`config.mk`:
```
export PLATFORM = sky130hd
export DESIGN_NAME = array_search_remove_engine_core
export DESIGN_NICKNAME = d
export VERILOG_FILES = /design/src/rtl/asre_pkg.sv /design/src/rtl/asre_ram.sv /design/src/rtl/asre_ctrl.sv /design/src/rtl/asre_dp.sv /design/src/rtl/array_search_remove_engine_core.sv
export SDC_FILE = /design/constraint.sdc
export NUM_CORES = 2
export LEC_CHECK = 0
export ABC_AREA = 1
export BUFFER_PORTS_ARGS = -buffer_cell sky130_fd_sc_hd__clkbuf_2
export CAP_MARGIN = 20
export CORE_UTILIZATION = 40
export DETAILED_ROUTE_END_ITERATION = 7
export HOLD_SLACK_MARGIN = 0.02
export MAX_ROUTING_LAYER = met4
export PLACE_DENSITY = 0.57
export SETUP_SLACK_MARGIN = 0.05
export SLEW_MARGIN = 25
export SYNTH_ARGS = -nofsm -noshare
export SYNTH_HDL_FRONTEND = slang
export SYNTH_HIERARCHICAL = 1
export SYNTH_SLANG_ARGS = --single-unit
```
`constraint.sdc`:
```
create_clock -name clk -period 8.37 [get_ports clk]
set_input_delay 2.0925 -clock clk [delete_from_list [all_inputs] [get_ports clk]]
set_output_delay 2.0925 -clock clk [all_outputs]
set_load 0.05 [all_outputs]
```
`src/rtl/asre_pkg.sv`:
```
// shared types and codes for the array search and remove engine
`default_nettype none

package asre_pkg;

  typedef enum logic [1:0] {
    OP_APPEND = 2'd0,
    OP_SEQ    = 2'd1,
    OP_BIN    = 2'd2,
    OP_REMOVE = 2'd3
  } op_t;

  localparam logic [1:0] ST_OK    = 2'd0;
  localparam logic [1:0] ST_FULL  = 2'd1;
  localparam logic [1:0] ST_RANGE = 2'd2;

  typedef struct packed {
    logic load;
    logic append;
    logic set_full;
    logic set_range;
    logic walk;
    logic bin_rd;
    logic bin_cmp;
    logic dec;
    logic out_load;
  } cmd_t;

  typedef struct packed {
    op_t  op;
    logic full;
    logic idx_bad;
    logic walk_done;
    logic bin_open;
    logic bin_eq;
  } sts_t;

endpackage

`default_nettype wire

```
`src/rtl/asre_ram.sv`:
```
// generic single write port, single read port ram with registered read
`default_nettype none

module asre_ram #(
  parameter int WIDTH = 16,
  parameter int DEPTH = 128
) (
  input  wire logic                     clk,
  input  wire logic                     we,
  input  wire logic [$clog2(DEPTH)-1:0] waddr,
  input  wire logic [WIDTH-1:0]         wdata,
  input  wire logic [$clog2(DEPTH)-1:0] raddr,
  output logic      [WIDTH-1:0]         rdata
);

  logic [WIDTH-1:0] mem [DEPTH];

  always_ff @(posedge clk) begin
    if (we) begin
      mem[waddr] <= wdata;
    end
    rdata <= mem[raddr];
  end

endmodule

`default_nettype wire

```
`src/rtl/asre_ctrl.sv`:
```
// controller state machine sequencing each operation
`default_nettype none

module asre_ctrl (
  input  wire logic           clk,
  input  wire logic           rst,
  input  wire logic           in_valid,
  output logic                in_stall,
  output logic                out_valid,
  input  wire logic           out_stall,
  input  wire asre_pkg::sts_t sts,
  output asre_pkg::cmd_t      cmd
);

  typedef enum logic [2:0] {
    S_IDLE,
    S_DISP,
    S_WALK,
    S_BIN_RD,
    S_BIN_CMP,
    S_FIN
  } state_t;

  state_t state;
  state_t state_next;
  logic   out_free;

  assign out_free = !out_valid || !out_stall;
  assign in_stall = (state != S_IDLE);

  always_comb begin
    cmd        = '0;
    state_next = state;
    unique case (state)
      S_IDLE: begin
        if (in_valid) begin
          cmd.load   = 1'b1;
          state_next = S_DISP;
        end
      end
      S_DISP: begin
        unique case (sts.op)
          asre_pkg::OP_APPEND: begin
            if (sts.full) begin
              cmd.set_full = 1'b1;
            end else begin
              cmd.append = 1'b1;
            end
            state_next = S_FIN;
          end
          asre_pkg::OP_SEQ: state_next = S_WALK;
          asre_pkg::OP_BIN: state_next = S_BIN_RD;
          asre_pkg::OP_REMOVE: begin
            if (sts.idx_bad) begin
              cmd.set_range = 1'b1;
              state_next    = S_FIN;
            end else begin
              state_next = S_WALK;
            end
          end
          default: state_next = S_FIN;
        endcase
      end
      S_WALK: begin
        cmd.walk = 1'b1;
        if (sts.walk_done) begin
          cmd.dec    = (sts.op == asre_pkg::OP_REMOVE);
          state_next = S_FIN;
        end
      end
      S_BIN_RD: begin
        if (sts.bin_open) begin
          cmd.bin_rd = 1'b1;
          state_next = S_BIN_CMP;
        end else begin
          state_next = S_FIN;
        end
      end
      S_BIN_CMP: begin
        cmd.bin_cmp = 1'b1;
        state_next  = sts.bin_eq ? S_FIN : S_BIN_RD;
      end
      S_FIN: begin
        if (out_free) begin
          cmd.out_load = 1'b1;
          state_next   = S_IDLE;
        end
      end
      default: state_next = S_IDLE;
    endcase
  end

  always_ff @(posedge clk) begin
    if (rst) begin
      state     <= S_IDLE;
      out_valid <= 1'b0;
    end else begin
      state <= state_next;
      if (cmd.out_load) begin
        out_valid <= 1'b1;
      end else if (!out_stall) begin
        out_valid <= 1'b0;
      end
    end
  end

endmodule

`default_nettype wire

```
`src/rtl/asre_dp.sv`:
```
// datapath: list memory, count, walk pointers, search bounds and result registers
`default_nettype none

module asre_dp #(
  parameter int LIST_DEPTH = 128
) (
  input  wire logic               clk,
  input  wire logic               rst,
  input  wire asre_pkg::cmd_t     cmd,
  output asre_pkg::sts_t          sts,
  input  wire logic [1:0]         op,
  input  wire logic signed [15:0] search_key,
  input  wire logic [6:0]         remove_index,
  output logic                    found,
  output logic [6:0]              position,
  output logic [7:0]              entry_count,
  output logic [1:0]              status
);

  localparam int AW = $clog2(LIST_DEPTH);
  localparam int CW = $clog2(LIST_DEPTH + 1);
  localparam int XW = (CW > 7) ? CW : 7;

  asre_pkg::op_t      op_r;
  logic signed [15:0] key_r;
  logic [6:0]         idx_r;
  logic [CW-1:0]      count;
  logic [CW-1:0]      rd_ptr;
  logic               pend;
  logic [AW-1:0]      pend_addr;
  logic               hit;
  logic [AW-1:0]      pos;
  logic [1:0]         st;
  logic signed [CW:0] lo;
  logic signed [CW:0] hi;
  logic [AW-1:0]      mid_r;

  logic signed [CW+1:0] sum;
  logic [AW-1:0]        mid;
  logic                 issue;
  logic                 we;
  logic [AW-1:0]        waddr;
  logic [AW-1:0]        raddr;
  logic [15:0]          rdata;
  logic                 key_gt;

  assign sum    = (CW+2)'(lo) + (CW+2)'(hi);
  assign mid    = sum[AW:1];
  assign issue  = cmd.walk && (rd_ptr < count);
  assign raddr  = cmd.bin_rd ? mid : rd_ptr[AW-1:0];
  assign key_gt = key_r > $signed(rdata);

  always_comb begin
    we    = 1'b0;
    waddr = count[AW-1:0];
    if (cmd.append) begin
      we = 1'b1;
    end else if (cmd.walk && pend && op_r == asre_pkg::OP_REMOVE) begin
      we    = 1'b1;
      waddr = pend_addr - AW'(1);
    end
  end

  asre_ram #(
    .WIDTH(16),
    .DEPTH(LIST_DEPTH)
  ) u_list (
    .clk  (clk),
    .we   (we),
    .waddr(waddr),
    .wdata(cmd.append ? key_r : rdata),
    .raddr(raddr),
    .rdata(rdata)
  );

  assign sts.op        = op_r;
  assign sts.full      = (count == CW'(LIST_DEPTH));
  assign sts.idx_bad   = (XW'(idx_r) >= XW'(count));
  assign sts.walk_done = (rd_ptr >= count) && !pend;
  assign sts.bin_open  = (lo <= hi);
  assign sts.bin_eq    = (rdata == key_r);

  always_ff @(posedge clk) begin
    if (rst) begin
      count <= '0;
    end else if (cmd.append) begin
      count <= count + CW'(1);
    end else if (cmd.dec) begin
      count <= count - CW'(1);
    end
  end

  always_ff @(posedge clk) begin
    if (cmd.load) begin
      op_r  <= asre_pkg::op_t'(op);
      key_r <= search_key;
      idx_r <= remove_index;
      hit   <= 1'b0;
      pos   <= '0;
      st    <= asre_pkg::ST_OK;
      pend  <= 1'b0;
      lo    <= '0;
      hi    <= $signed({1'b0, count}) - (CW+1)'(1);
      if (asre_pkg::op_t'(op) == asre_pkg::OP_REMOVE) begin
        rd_ptr <= CW'(remove_index) + CW'(1);
      end else begin
        rd_ptr <= '0;
      end
    end else begin
      if (cmd.set_full) begin
        st <= asre_pkg::ST_FULL;
      end
      if (cmd.set_range) begin
        st <= asre_pkg::ST_RANGE;
      end
      if (cmd.walk) begin
        pend      <= issue;
        pend_addr <= rd_ptr[AW-1:0];
        if (issue) begin
          rd_ptr <= rd_ptr + CW'(1);
        end
        if (pend && op_r == asre_pkg::OP_SEQ && rdata == key_r) begin
          hit <= 1'b1;
          pos <= pend_addr;
        end
      end
      if (cmd.bin_rd) begin
        mid_r <= mid;
      end
      if (cmd.bin_cmp) begin
        if (rdata == key_r) begin
          hit <= 1'b1;
          pos <= mid_r;
        end else if (key_gt) begin
          lo <= $signed((CW+1)'(mid_r)) + (CW+1)'(1);
        end else begin
          hi <= $signed((CW+1)'(mid_r)) - (CW+1)'(1);
        end
      end
    end
  end

  always_ff @(posedge clk) begin
    if (cmd.out_load) begin
      found       <= hit;
      position    <= hit ? 7'(pos) : 7'd0;
      entry_count <= 8'(count);
      status      <= st;
    end
  end

endmodule

`default_nettype wire

```
`src/rtl/array_search_remove_engine_core.sv`:
```
// top level of the array search and remove engine
`default_nettype none

// Holds up to LIST_DEPTH signed 16-bit entries in one memory with a registered
// read port and takes one operation per input beat: append, sequential search
// (last match), binary search (first matching midpoint) or remove at index.
// Exactly one result beat follows each input beat. Sequential search and remove
// walk the list through the memory read port one entry per cycle: search over
// every entry, remove over the entries above remove_index, each moved down one
// place. Binary search reads and then compares one midpoint per probe. One
// operation is worked on at a time; the result sits in an output register so
// the next input beat is taken while the previous result still waits.
module array_search_remove_engine_core #(
  parameter int LIST_DEPTH = 128
) (
  input  wire logic               clk,
  input  wire logic               rst,
  input  wire logic               in_valid,
  output logic                    in_stall,
  input  wire logic [1:0]         op,
  input  wire logic signed [15:0] search_key,
  input  wire logic [6:0]         remove_index,
  output logic                    out_valid,
  input  wire logic               out_stall,
  output logic                    found,
  output logic [6:0]              position,
  output logic [7:0]              entry_count,
  output logic [1:0]              status
);

  asre_pkg::cmd_t cmd;
  asre_pkg::sts_t sts;

  asre_ctrl u_ctrl (
    .clk      (clk),
    .rst      (rst),
    .in_valid (in_valid),
    .in_stall (in_stall),
    .out_valid(out_valid),
    .out_stall(out_stall),
    .sts      (sts),
    .cmd      (cmd)
  );

  asre_dp #(
    .LIST_DEPTH(LIST_DEPTH)
  ) u_dp (
    .clk         (clk),
    .rst         (rst),
    .cmd         (cmd),
    .sts         (sts),
    .op          (op),
    .search_key  (search_key),
    .remove_index(remove_index),
    .found       (found),
    .position    (position),
    .entry_count (entry_count),
    .status      (status)
  );

endmodule

`default_nettype wire
```
**After elaboration in Yosys (flattened, before gate mapping)**

Memories as Yosys holds them, arrays and structs flattened. A register that Yosys moved wholly into a read port is not among the register bits.
Cells that the tools add are included.

- Bits in registers: 105
- Memory bits (writable): 2048
- Bits of input ports: 29
- Output and inout port bits: 20
- Word-level logic and storage cells: 133
- Memories kept: 1

Memory list:

| name | words | width | read ports | clocked after Yosys merged registers in | wr ports | RTL line | text |
|---|---|---|---|---|---|---|---|
| u_dp.u_list.mem | 128 | 16 | 1 | 1 | 1 | asre_ram.sv:16 | `logic [WIDTH-1:0] mem [DEPTH];` |

- Add/sub/neg operators: 9
- Order comparisons: 5
- Eq/ne operators: 17
- Muxes and demuxes: 54
- Bitwise operators: 2
- Reduce and logical (&&, ||, !) cells: 25

Operator list:

| kind | count |
|---|---|
| 7-bit 2-to-1 mux | 7 |
| 8-bit 2-to-1 mux | 6 |
| 9-bit 2-to-1 mux | 4 |
| 1-bit 2-to-1 mux | 25 |
| 3-bit 2-to-1 mux | 6 |
| 3-bit one-hot mux with 6 select lines | 1 |
| 7-bit by 1-bit adder with 8-bit output (second input constant) | 2 |
| 8-bit by 1-bit adder with 8-bit output (second input constant) | 2 |
| 16-bit == test | 1 |
| 16-bit > comparator | 1 |
| 16-bit 2-to-1 mux | 1 |
| 3-bit one-hot mux with 4 select lines | 1 |
| 2-bit nonzero test | 5 |
| 9-bit less-or-equal comparator | 1 |
| 3-bit AND reduction | 3 |
| 8-bit by 1-bit subtractor with 9-bit output (second input constant) | 1 |
| 8-bit adder | 1 |
| 8-bit == test (second input constant) | 1 |
| 7-bit by 8-bit greater-or-equal comparator with 1-bit output | 1 |
| 8-bit greater-or-equal comparator | 1 |
| 8-bit < comparator | 1 |
| 2-bit != test (second input constant) | 4 |
| 7-bit by 1-bit subtractor with 8-bit output (second input constant) | 1 |
| 8-bit by 1-bit subtractor with 8-bit output (second input constant) | 1 |
| 17 further kinds | 34 |

**Logic depth before layout (Yosys ltp)**

- Word-level depth: 8
- Depth in mapped cells: 26

**Cells and area by module**

Netlist, hierarchy kept.

Modules (own cells, without submodules):

| module | instances | cells an instance | area an instance (µm²) |
|---|---|---|---|
| asre_ram | 1 | 6793 | 82828.2 |
| asre_dp | 1 | 724 | 6192.2 |
| asre_ctrl | 1 | 61 | 330.3 |

**Least setup slack after synthesis**

Ideal clock, no wire load.

- Kind: register to register
- Start: register u_dp.count[0]
- End: memory u_dp.u_list.mem[0][0], data pin
- Library setup time: 1.197 ns
- Arrival: 6.530 ns
- Data required time: 7.173 ns
- Slack: 0.644 ns
- Stages on the path, launching flop included: 9
- Buffers on the path: 1
- Cell sequence: dfxtp_1 inv_1 ha_1 nand4_1 nor3_1 nor3_1 clkbuf_1 inv_1 o21ai_0

RTL lines:

| what | RTL line | text |
|---|---|---|
| start: declaration | asre_dp.sv:27 | `logic [CW-1:0] count;` |
| start signal: assignment | asre_dp.sv:87 | `count <= count + CW'(1);` |
| start signal: assignment | asre_dp.sv:89 | `count <= count - CW'(1);` |
| end: declaration | asre_ram.sv:16 |  |

==> flow_summary.toml <==
[run_status]
status = "complete, but fails checks"
violations = "DRC"

[timing]
tightest_slew_ns = 1.15
fin_crit_ns = 6.20
finalSetupTns_ns = 0
finalMaxSlewViolations = 0
hold_viol_final = 0
max_slew_margin_pct = 23.3
setup_viol = 0
grt_setup_unrepaired = "false"
max_freq_ghz = 0.161
fin_crit_sh_pct = 74.0
finClkSkew_ns = 0.0673
holdWs_ns = 0.444

[logic_synthesis]
synthesis.area_sq_um = 89400
synth_warnings = 6
yosysUniqueCellTypes = 50
avgSynthCellArea_sq_um = 11.8
async_flop_share_pct = 0
yosysTopAreaCellShare_pct = 71.3
seq_area_frac_synth_pct = 72.4
synth_top_cell_by_area = "edfxtp_1"
synth_edf_count = 2122
synthTopCellsByArea = "edfxtp_1 71%, nand3_1 12%, nand2_1 9.5%"
ys_ff_latch = 2169
ys_top_cells_by_count = "2,260 x nand2_1, 2,122 x edfxtp_1, 2,065 x nand3_1, 253 x buf_2, 191 x nor2_1"
synthCells = 7578
ys.flop_type = "edfxtp_1"
syn-num-nets = 7668
synth_most_common_cell = "nand2_1"

[setup_path]
cp-end-kind = "flop"
start_kind = "flop"
cp.arrival_ns = 7.00
path_max_fanout = 193
crit_type = "reg -> reg"
cp.required_ns = 9.17

[detailed_routing]
wl_mm = 256
via_per_inst = 5.48
drtAntennaViolNets = 0
drt-pass1-iter-count = 8
routedWlPerCell_um = 23.8
post-route-drc-count = 4
vias = 58900
drt_iter0_drc = 6783

[global_route]
grt_pass1_wl_mm = 375
antenna_found_initial = 6
grt_pass1_vias = 55100
track_usage_pct = 23.1
grt.overflow.total = 0
grt_max_degree = 194

[die]
start_util_pct = 40.2
rows = 173
die_h_um = 475
core-area_sq_um = 222000
io_pins = 49
die_w_um = 475
dieArea_sq_um = 225000

[placement]
dpl.hpwl_mm = 138
port_buffers = 48
place_congestion = 0.859

[clocking]
cts_tree = "done"
hold_buffers = 0
htree_levels = 4
clk_path_buf_depth = 3
clk_latency_ns = 0.88
clockRootBuffer = "clkbuf_16"
clock_sinks = 2169
cts.clk_slew.worst_paths_ns = 0.06
cts_setup_buffers = 0
post_cts_resized = 0
cts_buffers = 219

[pwr]
power.leakage_nw = 35.3
powerDensity_nw_per_um2 = 371
peakVddDrop_v = 0.000427

[cells_and_area]
drive_gt1_share_pct = 7.79
area_delta_synth_final_pct = 11.7
final_nets = 7676

[flow_run]
cap_violations = 0

[hold_path]
hp-class = "reg -> reg"
==> kinds of logic (layout without fill, tap and decap cells) <==
family / after synthesis / count (layout) / share of synthesized area (%)
simple gates: 4564 / 4564 / 22.2
flops: 2169 / 2169 / 72.4
buf+inv: 638 / 826 / 3.50
compound gates: 116 / 116 / 0.735
fa+ha+maj: 61 / 61 / 0.871
xor+xnor: 30 / 30 / 0.294
other cells: 0 / 1 / 0
==> final cells by class <==
cell class / instances / area (sq um)
tap: 2975 / 3720
clock inverter: 100 / 841
timing repair buffer: 260 / 2160
inverter: 165 / 662
clock buffer: 301 / 5880
fill: 20200 / 122000
multi-input combinational: 4771 / 21900
antenna: 1 / 2.50
sequential: 2169 / 64700
==> through the flow <==
step	power, mW	utilization, %	instances	setup slack (ns)	area [sq um]
2_1_floorplan	23.2	-	7578	0.644	89400
3_3_place_gp	27.7	41.8	10300	2.28	92900
3_5_place_dp	27.8	41.9	10300	2.22	93000
4_1_cts	37.0	44.9	10700	2.19	99700
5_1_grt	38.6	44.9	10700	1.86	99800
6_report	37.0	44.9	10700	2.17	99800
==> cell usage in the layout, fill, tap and decap left out, types with 26 or more instances in the layout <==
cell       instances
clkbuf_16        220
nor2_1           173
clkbuf_1          74
inv_1            157
o21ai_0           26
dfxtp_1           47
ha_1              59
edfxtp_1        2122
nand3_1         2065
a21oi_1           41
clkbuf_2          48
buf_4            185
nand2_1         2256
clkinv_1          50
==> registers in the layout, indices dropped and copies added, names as in the netlist, 3 cells and up <==
name,flops
u_ctrl/state,3
u_dp/count,8
u_dp/entry_count,8
u_dp/hi,9
u_dp/idx_r,7
u_dp/key_r,16
u_dp/lo,8
u_dp/mid_r,7
u_dp/pend_addr,7
u_dp/pos,7
u_dp/position,7
u_dp/rd_ptr,8
u_dp/u_list/mem,2048
u_dp/u_list/rdata,16
==> power breakdown <==
| group | leakage [nW] | switching (mW) | internal, mW |
|---|---|---|---|
| Clock | 3.24 | 4.14 | 5.12 |
| Sequential | 19.5 | 0.233 | 13.8 |
| Combinational | 12.5 | 10.5 | 3.17 |
==> worst paths after layout <==
kind | start | endpoint | slack (ns) | cells past startpoint
setup reg to reg | u_dp/hi[6] | u_dp/u_list/rdata[1] | 2.17 | 19
setup / recovery | u_dp/hi[6] | u_dp/u_list/rdata[1] | 2.17 | 19
hold / removal | u_dp/st[0] | u_dp/status[0] | 0.44 | 0
hold reg to reg | u_dp/st[0] | u_dp/status[0] | 0.44 | 0
==> metal layers <==
metal  share of wire (%)  up-vias  GRT usage [%]  wire [um]
met1                  43    29300           32.2     111000
met4                 2.8        0           6.78       7090
met3                 8.1      377           3.82      20700
li1                    -    26900              -          -
met2                  46     2331           34.8     117000
met5                   0        -              -          0
==> worst max-delay path: stages, from the launching register on <==
cell,delay [ns]
edfxtp_1,0.36
inv_1,0.05
ha_1,0.33
nand3_1,0.10
or3_1,0.38
a21oi_1,0.20
nand2_1,0.11
nor2_1,0.55
inv_1,0.30
o21ai_4,0.38
buf_12,0.53
buf_12,0.57
nand2_1,0.10
nand3_1,0.12
nand3_1,0.16
nand3_1,0.15
nand3_1,0.24
nand3_1,0.40
nand3_1,0.45
nand2_1,0.21
No activity file was read; power rests on OpenSTA's default activity.
